$ cat src/rtl/ldd_pkg.sv
package ldd_pkg;

  localparam int LANES     = 28;
  localparam int MAX_DELAY = 128;
  localparam int NUM_WORDS = 4;

  localparam int CFG_W     = 64;
  localparam int CIDX_W    = 2;
  localparam int DATUM_W   = 8;
  localparam int DLY_W     = 8;
  localparam int LANE_W    = 5;
  localparam int ELEM_W    = DATUM_W + 2;
  localparam int FC_W      = 8;

  localparam int LIDX_W    = (LANES > 1) ? $clog2(LANES) : 1;
  localparam int PTR_W     = (MAX_DELAY > 1) ? $clog2(MAX_DELAY) : 1;
  localparam int DEPTH     = LANES * MAX_DELAY;
  localparam int ADDR_W    = (DEPTH > 1) ? $clog2(DEPTH) : 1;

  localparam logic [FC_W-1:0] FC_MAX = {FC_W{1'b1}};

  typedef enum logic {
    FUNC_PUSH  = 1'b0,
    FUNC_FLUSH = 1'b1
  } func_e;

  typedef struct packed {
    logic [NUM_WORDS-1:0][CFG_W-1:0] words;
    logic [DLY_W-1:0]                max_dly;
  } dly_cfg_t;

  function automatic logic [DLY_W-1:0] clamp_dly(logic [DLY_W-1:0] raw);
    logic [DLY_W-1:0] lim;
    lim = DLY_W'(MAX_DELAY);
    return (raw > lim) ? lim : raw;
  endfunction

endpackage

$ cat src/rtl/ldd_intf.sv


interface ldd_cfg_if import ldd_pkg::*; ();
  logic              valid;
  logic              ready;
  logic [CIDX_W-1:0] index;
  logic [CFG_W-1:0]  data;

  modport source (output valid, index, data, input ready);
  modport sink   (input valid, index, data, output ready);
endinterface

$ cat src/rtl/ldd_cfg.sv
module ldd_cfg import ldd_pkg::*; (
  input  logic     clk_i,
  input  logic     rst_ni,
  ldd_cfg_if.sink  cfg_i,
  output dly_cfg_t cfg_o
);

  logic [NUM_WORDS-1:0][CFG_W-1:0] words_q;
  logic [DLY_W-1:0]                wmax_q [NUM_WORDS];
  logic [DLY_W-1:0]                wmax_d;
  logic [DLY_W-1:0]                max_q;
  logic [DLY_W-1:0]                max_d;
  logic                            wr;

  assign cfg_i.ready = 1'b1;
  assign wr          = cfg_i.valid & cfg_i.ready;

  // max over the lanes carried by the word being written, unused lanes ignored
  always_comb begin
    logic [LANE_W-1:0] lane;
    logic [DLY_W-1:0]  c;
    wmax_d = '0;
    for (int j = 0; j < 8; j++) begin
      lane = {cfg_i.index, 3'(j)};
      c    = clamp_dly(cfg_i.data[j*8 +: 8]);
      if ((LANE_W + 1)'(lane) < (LANE_W + 1)'(LANES) && c > wmax_d) begin
        wmax_d = c;
      end
    end
  end

  always_comb begin
    max_d = '0;
    for (int w = 0; w < NUM_WORDS; w++) begin
      if (wmax_q[w] > max_d) begin
        max_d = wmax_q[w];
      end
    end
  end

  always_ff @(posedge clk_i or negedge rst_ni) begin
    if (!rst_ni) begin
      words_q <= '0;
      max_q   <= '0;
      for (int w = 0; w < NUM_WORDS; w++) begin
        wmax_q[w] <= '0;
      end
    end else begin
      max_q <= max_d;
      if (wr) begin
        words_q[cfg_i.index] <= cfg_i.data;
        wmax_q[cfg_i.index]  <= wmax_d;
      end
    end
  end

  assign cfg_o.words   = words_q;
  assign cfg_o.max_dly = max_q;

endmodule

$ cat src/flat_wrapper.sv
// flat-port wrapper written by rule: the top's interface ports become plain ports
module ldd_cfg_flat import ldd_pkg::*;
  (clk_i, rst_ni, cfg_o, cfg_i_valid, cfg_i_index, cfg_i_data, cfg_i_ready);
  ldd_cfg_if cfg_i_i ();
  input  logic clk_i;
  input  logic rst_ni;
  output dly_cfg_t cfg_o;
  input wire logic [$bits(cfg_i_i.valid)-1:0] cfg_i_valid;
  input wire logic [$bits(cfg_i_i.index)-1:0] cfg_i_index;
  input wire logic [$bits(cfg_i_i.data)-1:0] cfg_i_data;
  output wire logic [$bits(cfg_i_i.ready)-1:0] cfg_i_ready;
  assign cfg_i_i.valid = cfg_i_valid;
  assign cfg_i_i.index = cfg_i_index;
  assign cfg_i_i.data = cfg_i_data;
  assign cfg_i_ready = cfg_i_i.ready;
  ldd_cfg u_core (.clk_i(clk_i), .rst_ni(rst_ni), .cfg_i(cfg_i_i), .cfg_o(cfg_o));
endmodule
$ cat config.mk
export PLATFORM = sky130hd
export DESIGN_NAME = ldd_cfg_flat
export DESIGN_NICKNAME = d
export VERILOG_FILES = /design/src/rtl/ldd_pkg.sv /design/src/rtl/ldd_intf.sv /design/src/rtl/ldd_cfg.sv /design/src/flat_wrapper.sv
export SDC_FILE = /design/constraint.sdc
export NUM_CORES = 1
export LEC_CHECK = 0
export ABC_AREA = 1
export BUFFER_PORTS_ARGS = -buffer_cell sky130_fd_sc_hd__buf_2
export CORE_MARGIN = 2
export CORE_UTILIZATION = 48
export CTS_BUF_LIST = sky130_fd_sc_hd__clkbuf_4
export CTS_CLUSTER_SIZE = 20
export DETAILED_ROUTE_END_ITERATION = 10
export PLACE_DENSITY = 0.76
export SETUP_SLACK_MARGIN = 0.02
export SKIP_LAST_GASP = 1
export SLEW_MARGIN = 20
export SYNTH_ARGS = -nofsm -noshare
export SYNTH_HDL_FRONTEND = slang
export SYNTH_SLANG_ARGS = --single-unit
$ cat constraint.sdc
create_clock -name clk_i -period 12.2 [get_ports clk_i]
set_input_delay 1.22 -clock clk_i [delete_from_list [all_inputs] [get_ports clk_i]]
set_output_delay 1.22 -clock clk_i [all_outputs]
set_load 0.01 [all_outputs]
==> run metrics <==
status=finished clean; H-tree Lvls=3; Final Cycle Share=90.0%; post-synthesis cell type count=41; proportion of layout cells with a drive suffix above 1=29.0%; Yosys reg bits=296; Clock Sinks=296; GR Overflow Total=0; Async S/R FF share, synth=100%; top_reg_cell synth=dfrtp_1; post-CTS setup buffer count=0; cts repair resizes=0; Critical Path Start Type=input port; commonest non-fill, non-tap cell in the layout=nand2_1; crit-path leading delay family=simple AND/OR/NAND/NOR gates; # IOs=334; vias in the first global route=12300; number of synthesized flops with an enable pin=0; Worst EP required=12.81 ns; WL final=40100 µm; Slew Viols, Final=0; CP max stage delay=0.37 ns; fin nets=2104; Mapped Cells=1605; vias=12500; sequential-to-total area share from yosys stat=52.1%; die area=31000 µm²; Starting Density=49.1%; drt first pass iters=5; Max-Cap Viols=0; pwr dens=224 nW/µm²; Detail Placement HPWL=28600 µm; worst hold path class=in -> async; Worst VDD drop=114 µV; top cells by area, synth=dfrtp_1 (52%), nand2_1 (12%), o21ai_0 (10%), ha_1 (7.0%), nand3_2 (3.5%); drt wl/cell=16.8 µm; Filler cells=2594; Crit. End Element=register; Leak=9.28 nW; Residual DRC=0; CTS Buf Count=79; min Tclk post-route=10.98 ns; TNS Setup=0 ns; first-pass GRT wire length=64300 µm; RSZ-0062 raised after global routing=false; Top cell by count, worst path=nand2_1; width of the die=176 µm; endpoints failing setup=0; Worst-Margin Slew=0.955 ns; Final Hold Viols=0; largest net degree at the start of global routing=98; critical path peak fanout=10; TritonCTS clock tree=yes; cell area after synthesis=14200 µm²; Synth-to-Final Area Change=20.6%; Syn Nets=1754; DRT iter0 DRCs=878; Reg clk slew, reported paths=0.07 ns; share of the synthesized area in the top cell type=52.1%; PortBufs=332; RD Place Congestion=0.896; Total GRT Usage=25.9%; Die Ht=176 µm; CTS root buffer=clkbuf_4; floorplan core area=28900 µm²; CP Data Arrival Time=11.58 ns; DP Worst Slack=0.640 ns; Rows=62; Detail Route Antenna Nets=0; Synth Warn #=0; WP buf/inv=9; Skew-Pair Late Insertion Delay=0.69 ns; Slew headroom=36.3%; CTS Buffer Depth=3; Crit-path slowest cell=ha_1; Setup Crit Path Kind=in -> reg; most frequent cells in the layout=nand2_1 (446), buf_2 (331), dfrtp_1 (296), o21ai_0 (290), clkbuf_4 (115); DR vias/cell=5.23; post-synth top area cell=dfrtp_1; Post-CTS Hold Buffers=0; antenna violations before repair=3; Max Fclk=91.1 MHz; Avg Cell Area, Syn=8.85 µm²; Layout Skew=0.0265 ns; setup slack after layout=1.22 ns
==> stage by stage <==
stage	util [%]	cell area, µm²	total power [W]	std cells	hold WS [ns]
after detailed placement	55.7	16100	0.00296	2258	0.465
final	59.2	17100	0.00384	2390	0.477
after floorplan	-	14200	0.00244	1605	0.449
after global routing	59.2	17100	0.00418	2390	0.488
after global placement	55.7	16100	0.00290	2258	0.460
after CTS	59.2	17100	0.00386	2388	0.477
==> final timing paths <==
check,startpoint,slack (ns),cells after the start,endpoint
hold / removal,rst_ni,0.48,1,u_core.cfg_o[82]$_DFFE_PN0P_
min in group clk_i,u_core.cfg_o[108]$_DFFE_PN0P_,0.48,2,u_core.cfg_o[108]$_DFFE_PN0P_
hold reg to reg,u_core.cfg_o[108]$_DFFE_PN0P_,0.48,2,u_core.cfg_o[108]$_DFFE_PN0P_
setup / recovery,cfg_i_data[0],1.22,70,u_core.wmax_q[9]$_DFFE_PN0P_
max in group asynchronous,rst_ni,9.48,3,u_core.cfg_o[245]$_DFFE_PN0P_
setup reg to reg,u_core.wmax_q[23]$_DFFE_PN0P_,7.29,20,u_core.max_q[5]$_DFF_PN0_
==> flip-flops by register name (all words and copies together) (netlist names) <==
signal,flops
u_core.wmax_q,32
u_core.cfg_o,256
u_core.max_q,8
==> report_power, final <==
group | total [W] | internal [W] | leakage (nW) | switching (W)
Combinational | 0.00166 | 0.000593 | 5.00 | 0.00107
Clock | 0.000879 | 0.000472 | 0.587 | 0.000407
Sequential | 0.00130 | 0.00119 | 3.70 | 0.000114
Total | 0.00384 | 0.00225 | 9.28 | 0.00159
==> layer usage <==
layer | share of wire (%) | vias to the layer above | track usage (%)
met2 | 47 | 526 | 42.4
met4 | 2.3 | 2 | 8.99
met5 | 0.027 | - | 0
li1 | - | 6022 | -
met1 | 42 | 5895 | 33.3
met3 | 8.6 | 65 | 6.98
==> synthesized netlist by cell type (all sizes together) (4+ instances only) <==
library cell	instances
nor4	5
and2	21
clkbuf	63
nor2	69
buf	7
a21oi	35
nand2	470
nand3	98
o21ai	309
dfrtp	296
nor3	4
ha	80
a31oi	5
nand4	10
inv	117
==> area by class of cell <==
type / count / area (µm²) / share of cell area, %
Sequential cell: 296 / 7410 / 43.2
Multi-Input combinational cell: 1122 / 6070 / 35.4
Timing Repair Buffer: 339 / 1730 / 10.1
Clock buffer: 115 / 863 / 5.04
Tap cell: 384 / 480 / 2.80
Inverter: 117 / 447 / 2.61
Clock inverter: 15 / 129 / 0.752
Antenna cell: 2 / 5.00 / 0.0292
==> cells by family after synthesis <==
family	count (synthesis)	share of synthesized area (%)
flops	296	52.1
simple gates	678	22.3
compound gates	363	13.3
buf+inv	187	5.21
other cells	1	0.0264
fa+ha+maj	80	7.05
Power figures use the tool's default switching activity.
