--- config.mk ---
export PLATFORM = sky130hd
export DESIGN_NAME = ldd_ram
export DESIGN_NICKNAME = d
export VERILOG_FILES = /design/src/rtl/ldd_ram.sv
export SDC_FILE = /design/constraint.sdc
export NUM_CORES = 1
export LEC_CHECK = 0
export BUFFER_PORTS_ARGS = -buffer_cell sky130_fd_sc_hd__buf_2
export CORE_MARGIN = 5
export CORE_UTILIZATION = 55
export DETAILED_ROUTE_END_ITERATION = 10
export GPL_TIMING_DRIVEN = 0
export PLACE_DENSITY_LB_ADDON = 0.12
export SETUP_SLACK_MARGIN = 0.15
export SLEW_MARGIN = 5
export SYNTH_ARGS = -nofsm -noshare
export SYNTH_HDL_FRONTEND = slang
export SYNTH_SLANG_ARGS = --single-unit
--- constraint.sdc ---
create_clock -name clk_i -period 2.5 [get_ports clk_i]
set_input_delay 0.5 -clock clk_i [delete_from_list [all_inputs] [get_ports clk_i]]
set_output_delay 0.5 -clock clk_i [all_outputs]
set_load 0.01 [all_outputs]
--- src/rtl/ldd_ram.sv ---
module ldd_ram #(
  parameter int WIDTH = 8,
  parameter int DEPTH = 16
) (
  input  logic                     clk_i,
  input  logic                     we_i,
  input  logic [$clog2(DEPTH)-1:0] waddr_i,
  input  logic [WIDTH-1:0]         wdata_i,
  input  logic                     re_i,
  input  logic [$clog2(DEPTH)-1:0] raddr_i,
  output logic [WIDTH-1:0]         rdata_o
);

  logic [WIDTH-1:0] mem_q [DEPTH];
  logic [WIDTH-1:0] rdata_q;

  always_ff @(posedge clk_i) begin
    if (re_i) begin
      rdata_q <= mem_q[raddr_i];
    end
    if (we_i) begin
      mem_q[waddr_i] <= wdata_i;
    end
  end

  assign rdata_o = rdata_q;

endmodule

==> results of run 1 <==
==> per-stage QoR <==
step	util [%]	worst slack (ns)	setup TNS (ns)	std cells
floorplan	-	0.5071	0	229
global placement	59.68	-0.05233	-0.4158	383
detailed placement	59.68	-0.1070	-0.8522	383
CTS	66.40	0.4357	0	414
global route	66.40	0.4280	0	414
finish	66.40	0.4447	0	414
==> worst max-delay path, delay by kind of cell <==
family | cells | cell delay (ns)
buffers and inverters | 1 | 0.13
AND/OR/NAND/NOR | 2 | 1.54
==> Yosys cell counts, drive strengths merged <==
| cell | n | area, sq um |
|---|---|---|
| nor2 | 13 | 48.80 |
| nand3 | 1 | 5.000 |
| nor2b | 1 | 6.260 |
| nand2b | 2 | 12.51 |
| and2b | 1 | 7.510 |
| edfxtp | 136 | 4084 |
| nand3b | 2 | 15.01 |
| nor3 | 4 | 20.02 |
| clkdlybuf4s25 | 3 | 30.03 |
| nand2 | 9 | 33.78 |
| mux4 | 32 | 773.2 |
| and2 | 1 | 6.260 |
| buf | 7 | 56.30 |
| or3b | 1 | 8.760 |
| a22oi | 16 | 120.1 |
==> cell type report <==
class                      count  share of cell area (%)
sequential                   136                   66.56
multi-input combinational     83                   17.23
clock buffer                  18                   6.811
clock inverter                13                   3.324
tap                          129                   2.631
timing repair buffer          25                   2.039
buffer                        10                   1.407
==> power groups by stage <==
| stage | Sequential, mW | Combinational, mW | Clock, mW |
|---|---|---|---|
| 5_1_grt | 2.58 | 0.262 | 2.74 |
| 3_3_place_gp | 2.63 | 0.241 | 0 |
| 6_report | 2.58 | 0.242 | 2.61 |
| 3_5_place_dp | 2.63 | 0.244 | 0 |
| 2_1_floorplan | 2.63 | 0.130 | 0 |
| 4_1_cts | 2.58 | 0.245 | 2.64 |
==> state kept, by name (all words and copies together) (netlist names) <==
name,count
mem_q,128
rdata_o,8
==> per-layer routing <==
metal / vias to the layer above / track usage, % / share of wire (%)
met3: 8 / 5.579 / 5.2
met1: 1265 / 27.22 / 46
met4: 0 / 6.853 / 1.0
li1: 1068 / - / -
met5: - / 0 / 0
met2: 72 / 26.95 / 48
==> cell families after synthesis <==
group                  Yosys count
flip-flops                     136
buffers and inverters           10
AND/OR/NAND/NOR                 35
AO/OA/AOI/OAI                   16
multiplexers                    32
==> worst max-delay path by stage <==
stage / slack [ns] / depth (start not counted) / from / to
detailed placement: -0.11 / 3 / waddr_i[2] / mem_q[0][3]$_DFFE_PP_
global route: 0.43 / 3 / waddr_i[2] / mem_q[0][0]$_DFFE_PP_
floorplan: 0.51 / 2 / waddr_i[2] / mem_q[0][0]$_DFFE_PP_
finish: 0.44 / 3 / waddr_i[2] / mem_q[0][5]$_DFFE_PP_
CTS: 0.44 / 3 / waddr_i[2] / mem_q[0][5]$_DFFE_PP_
global placement: -0.05 / 3 / waddr_i[2] / mem_q[0][3]$_DFFE_PP_
==> metrics, run 1 <==
syn nets=roughly 250; mux cell area share after synthesis=between 10% and 20%; hold wc startpoint=re_i; xor/xnor cell area share of the yosys netlist=0%; # fillers=about 590; Layout area overhead=17.38%; # diodes=0; share of cells above drive strength 1=between 20% and 30%; register area share after synthesis=between 70% and 80%; switching power share of the total=19.36%; Syn Area/Cell=~23 sq um; die footprint=about 12,000 sq um; number of setup violations in the final report=0; clk_skew=roughly 0.0077 ns; Ports=27; Hold Crit Depth=1; crit end category=flop; Synth Area in Compound Gates=2.298%; RSZ-0062 raised after global routing=no; Pint=4.377 mW; fin area=approximately 6100 sq um; H-tree lvl count=4; number of routed nets with antenna violations=0; largest family of logic cells by synthesized area=multiplexers; Synth Register Bits=roughly 140; wire per inst=around 24 microns; DRC viols=0; core region area=9240 sq um; Worst R2R Path Depth=3; vias in the first global route=approximately 2,500; pwr dens=884.6 nW/um^2; CTS Hold Bufs=0; Die W=107.5 microns; Slew Viols, Final=0; Critical Path Max Stage Delay=between 1 and 1.5 ns; sequential share of power=roughly 48%; Num CTS Buffers=17; DR iter-0 viols=between 150 and 200; Max IR drop VDD=around 550 uV; root buffer cell=clkbuf_8; Total Power=~5.4 mW; clk_lat worst skew=0.51 ns; Final Cycle Share=around 82%; GPL Wtd Cong=around 0.71; adder-cell share of the synthesized area=0%; Synth warnings=0; reg2reg end=rdata_o[0]$_DFFE_PP_; crit-path cells=buf_2 -> or3b_2 -> nor3_1; Comb pwr share=under 10%; first-pass GRT wire length=about 15,000 microns; hold slack=roughly 0.33 ns; DP HPWL=about 6100 microns; # rows=35; clock sink count=between 100 and 150; clk buf depth=2; worst path required time=around 2.6 ns; leakage=roughly 2.0 nW; post-CTS setup buffer count=0; WHS Endpoint=rdata_o[1]$_DFFE_PP_; Placed Area=about 5500 sq um; most frequent cells in the layout=edfxtp_1, buf_2, mux4_2, a22oi_1, clkbuf_16; reg-to-reg slack, setup=0.92 ns; Synth Cell Area=around 5200 sq um; DR pass1 iterations=4; FF-to-FF Start=mem_q[6][0]$_DFFE_PP_; CP max-delay cell=nor3_1; minimum clock period after layout=2.055 ns; starting density of the core=between 50% and 60%; # resized after CTS=0; GR Overflow Total=0; via count=between 2,000 and 2,500; max_cap viols=0; vias per cell=just under 6; Synth Area in Simple Gates=3.135%; startpoint types=input pin; initial antenna violation count=0; max frequency=just under 500 MHz; NetSw=1.051 mW; worst-margin pin slew=about 1.3 ns; Synth Instances=229; crit-path max FO=8; Clock power frac=48.0%; fin nets=292; CTS tree=yes; multi-input logic area=1057 sq um; Tot GR Track Use=between 10% and 20%; normalized max-slew margin=between 10 and 15%; status=completed; Netlist cell types=18; Clock transition at path regs=roughly 0.060 ns; Setup CP Type=input pin to flop; drt total wl=9736 microns; Worst Path Arrival=approximately 2.2 ns; die height=around 110 microns; largest net degree at the start of global routing=17; sequential cell area=4084 sq um; Hold WC Path Type=input pin to flop; final hold vios=0; number of port buffers=25; leading cell type in the layout, fill and taps excluded=edfxtp_1
Power figures use the tool's default switching activity.
==> run 2: changes to the inputs <==
==> constraint.sdc (replaced) <==
create_clock -name clk_i -period 2.11 [get_ports clk_i]
set_input_delay 0.422 -clock clk_i [delete_from_list [all_inputs] [get_ports clk_i]]
set_output_delay 0.422 -clock clk_i [all_outputs]
set_load 0.01 [all_outputs]
==> metrics, run 2 (synthesis results as in run 1) <==
H-tree lvl count=4 (unchanged); crit end category=flop; Post-Route M1 WL=4505 microns (+1.2%); first-pass GRT wire length=15,020 microns (-0.14%); clk_skew=0.005702 ns (-0.001967 ns); Max IR drop VDD=654.0 uV (+19%); # fillers=591 (unchanged); DRC viols=0 (unchanged); Ports=27 (unchanged); met3 wire len=417 microns (-18%); # rows=35 (unchanged); leakage=2.049 nW (about the same); Post-Place Worst Slack=-0.4190 ns (-0.3120 ns); worst path required time=2.23 ns (-0.39 ns); GPL Wtd Cong=0.7135 (unchanged); share of cells above drive strength 1=29.47% (+0.35 points); WHS Endpoint=rdata_o[1]$_DFFE_PP_; Final Cycle Share=between 70% and 80%; max_cap viols=0 (unchanged); Hold Crit Depth=1 (unchanged); DP HPWL=6078 microns (unchanged); number of port buffers=25 (unchanged); Tot GR Track Use=18.64% (-0.026 points); Die W=107.5 microns (unchanged); DR pass1 iterations=4 (unchanged); slack of the critical path=0.4858 ns (+0.04111 ns); worst-margin pin slew=1.274 ns (-0.04865 ns); final hold vios=0 (unchanged); Clock transition at path regs=0.06 ns (about the same); Placed Area=5514 sq um (unchanged); core region area=9240 sq um (unchanged); root buffer cell=clkbuf_8; via count=2,409 (-0.17%); # diodes=0 (unchanged); initial antenna violation count=0 (unchanged); FF-to-FF Start=mem_q[6][0]$_DFFE_PP_; Total Power=6.426 mW (+18%); status=completed; Hold WC Path Type=input pin to flop; vias in the first global route=2,474 (+0.16%); CTS tree=yes; fin nets=292 (unchanged); reg2reg end=rdata_o[0]$_DFFE_PP_; reg-to-reg slack, setup=0.54 ns (-0.38 ns); hold wc startpoint=re_i; wire per inst=23.34 microns (-0.77%); clk_lat worst skew=0.51 ns (about the same); GR Overflow Total=0 (unchanged); Setup CP Type=input pin to flop; RSZ-0062 raised after global routing=no; starting density of the core=56.57% (unchanged); Worst Path Arrival=1.75 ns (-0.42 ns); met2 WL=4636 microns (-0.77%); crit-path max FO=8 (unchanged); number of setup violations in the final report=0 (unchanged); Util after Layout=66.46% (about the same); most frequent cells in the layout=edfxtp_1, buf_2, mux4_2, a22oi_1, clkbuf_16; sequential cell area=4084 sq um (unchanged); max layer used=met4; number of routed nets with antenna violations=0 (unchanged); vias per cell=5.819 (-0.17%); startpoint types=input pin; Num CTS Buffers=17 (unchanged); multi-input logic area=1062 sq um (+0.47%); die height=107.5 microns (unchanged); drt total wl=9661 microns (-0.77%); Layout area overhead=17.47% (about the same); Largest register FFs=128 (unchanged); pwr dens=1046 nW/um^2 (+18%); die footprint=11,550 sq um (unchanged); clock sink count=136 (unchanged); fin area=6141 sq um (about the same); register with the most flip-flops=mem_q; Worst R2R Path Depth=3 (unchanged); leading cell type in the layout, fill and taps excluded=edfxtp_1; DR iter-0 viols=163 (-18%); Slew Viols, Final=0 (unchanged); largest net degree at the start of global routing=17 (unchanged); max frequency=roughly 620 MHz; clk buf depth=2 (unchanged); CTS Hold Bufs=0 (unchanged); minimum clock period after layout=~1.6 ns; normalized max-slew margin=14.45% (+3.3 points)
-- run 2: cell counts in the layout (fill, tap and decap cells not counted) --
No cell type changed its count.
-- run 2: report_power, final --
group	switching, mW	internal, mW	leakage (nW)
Clock	1.06	2.02	0.294
Combinational	0.170	0.117	0.519
Sequential	0.0126	3.04	1.24
-- run 2: critical path, stage by stage --
cell and delay (ns):
buf_2 0.13, nand3b_1 0.22, nor3_1 0.97
-- run 2: per-stage QoR --
stage	std cells	setup TNS [ns]	hold WS, ns
finish	414	0	0.2506
global route	414	0	0.2368
CTS	414	0	0.2314
detailed placement	383	-4.196	0.7425
global placement	383	-3.879	0.7374
floorplan	229	0	0.5209
-- run 2: worst max-delay path by stage --
stage                           from                     to  slack, ns  cells past startpoint
after global routing      waddr_i[3]  mem_q[4][3]$_DFFE_PP_       0.42                      3
final                     waddr_i[2]  mem_q[8][3]$_DFFE_PP_       0.49                      3
after floorplan           waddr_i[2]  mem_q[0][0]$_DFFE_PP_       0.20                      2
after CTS                 waddr_i[2]  mem_q[8][3]$_DFFE_PP_       0.50                      3
after global placement    waddr_i[2]  mem_q[0][3]$_DFFE_PP_      -0.36                      3
after detailed placement  waddr_i[2]  mem_q[0][3]$_DFFE_PP_      -0.42                      3
-- run 2: metal layers --
layer  track usage (%)  vias to the layer above
met5                 0                        -
met4             6.853                        0
met3             5.579                        8
met2             26.91                       79
met1             27.18                     1250
li1                  -                     1072
-- run 2: final cells by class --
class                           instances  area share [%]
Tap cell                              129           2.628
Clock buffer                           18           6.805
Clock inverter                         13           3.321
Multi-Input combinational cell         83           17.30
Sequential cell                       136           66.50
Timing Repair Buffer                   25           2.037
Buffer                                 10           1.406
-- run 2: repair_timing --
item / CTS / global route
gates resized for setup: 1 / 0
setup buffers: 0 / 0
endpoints found under the setup margin: 8 / 0
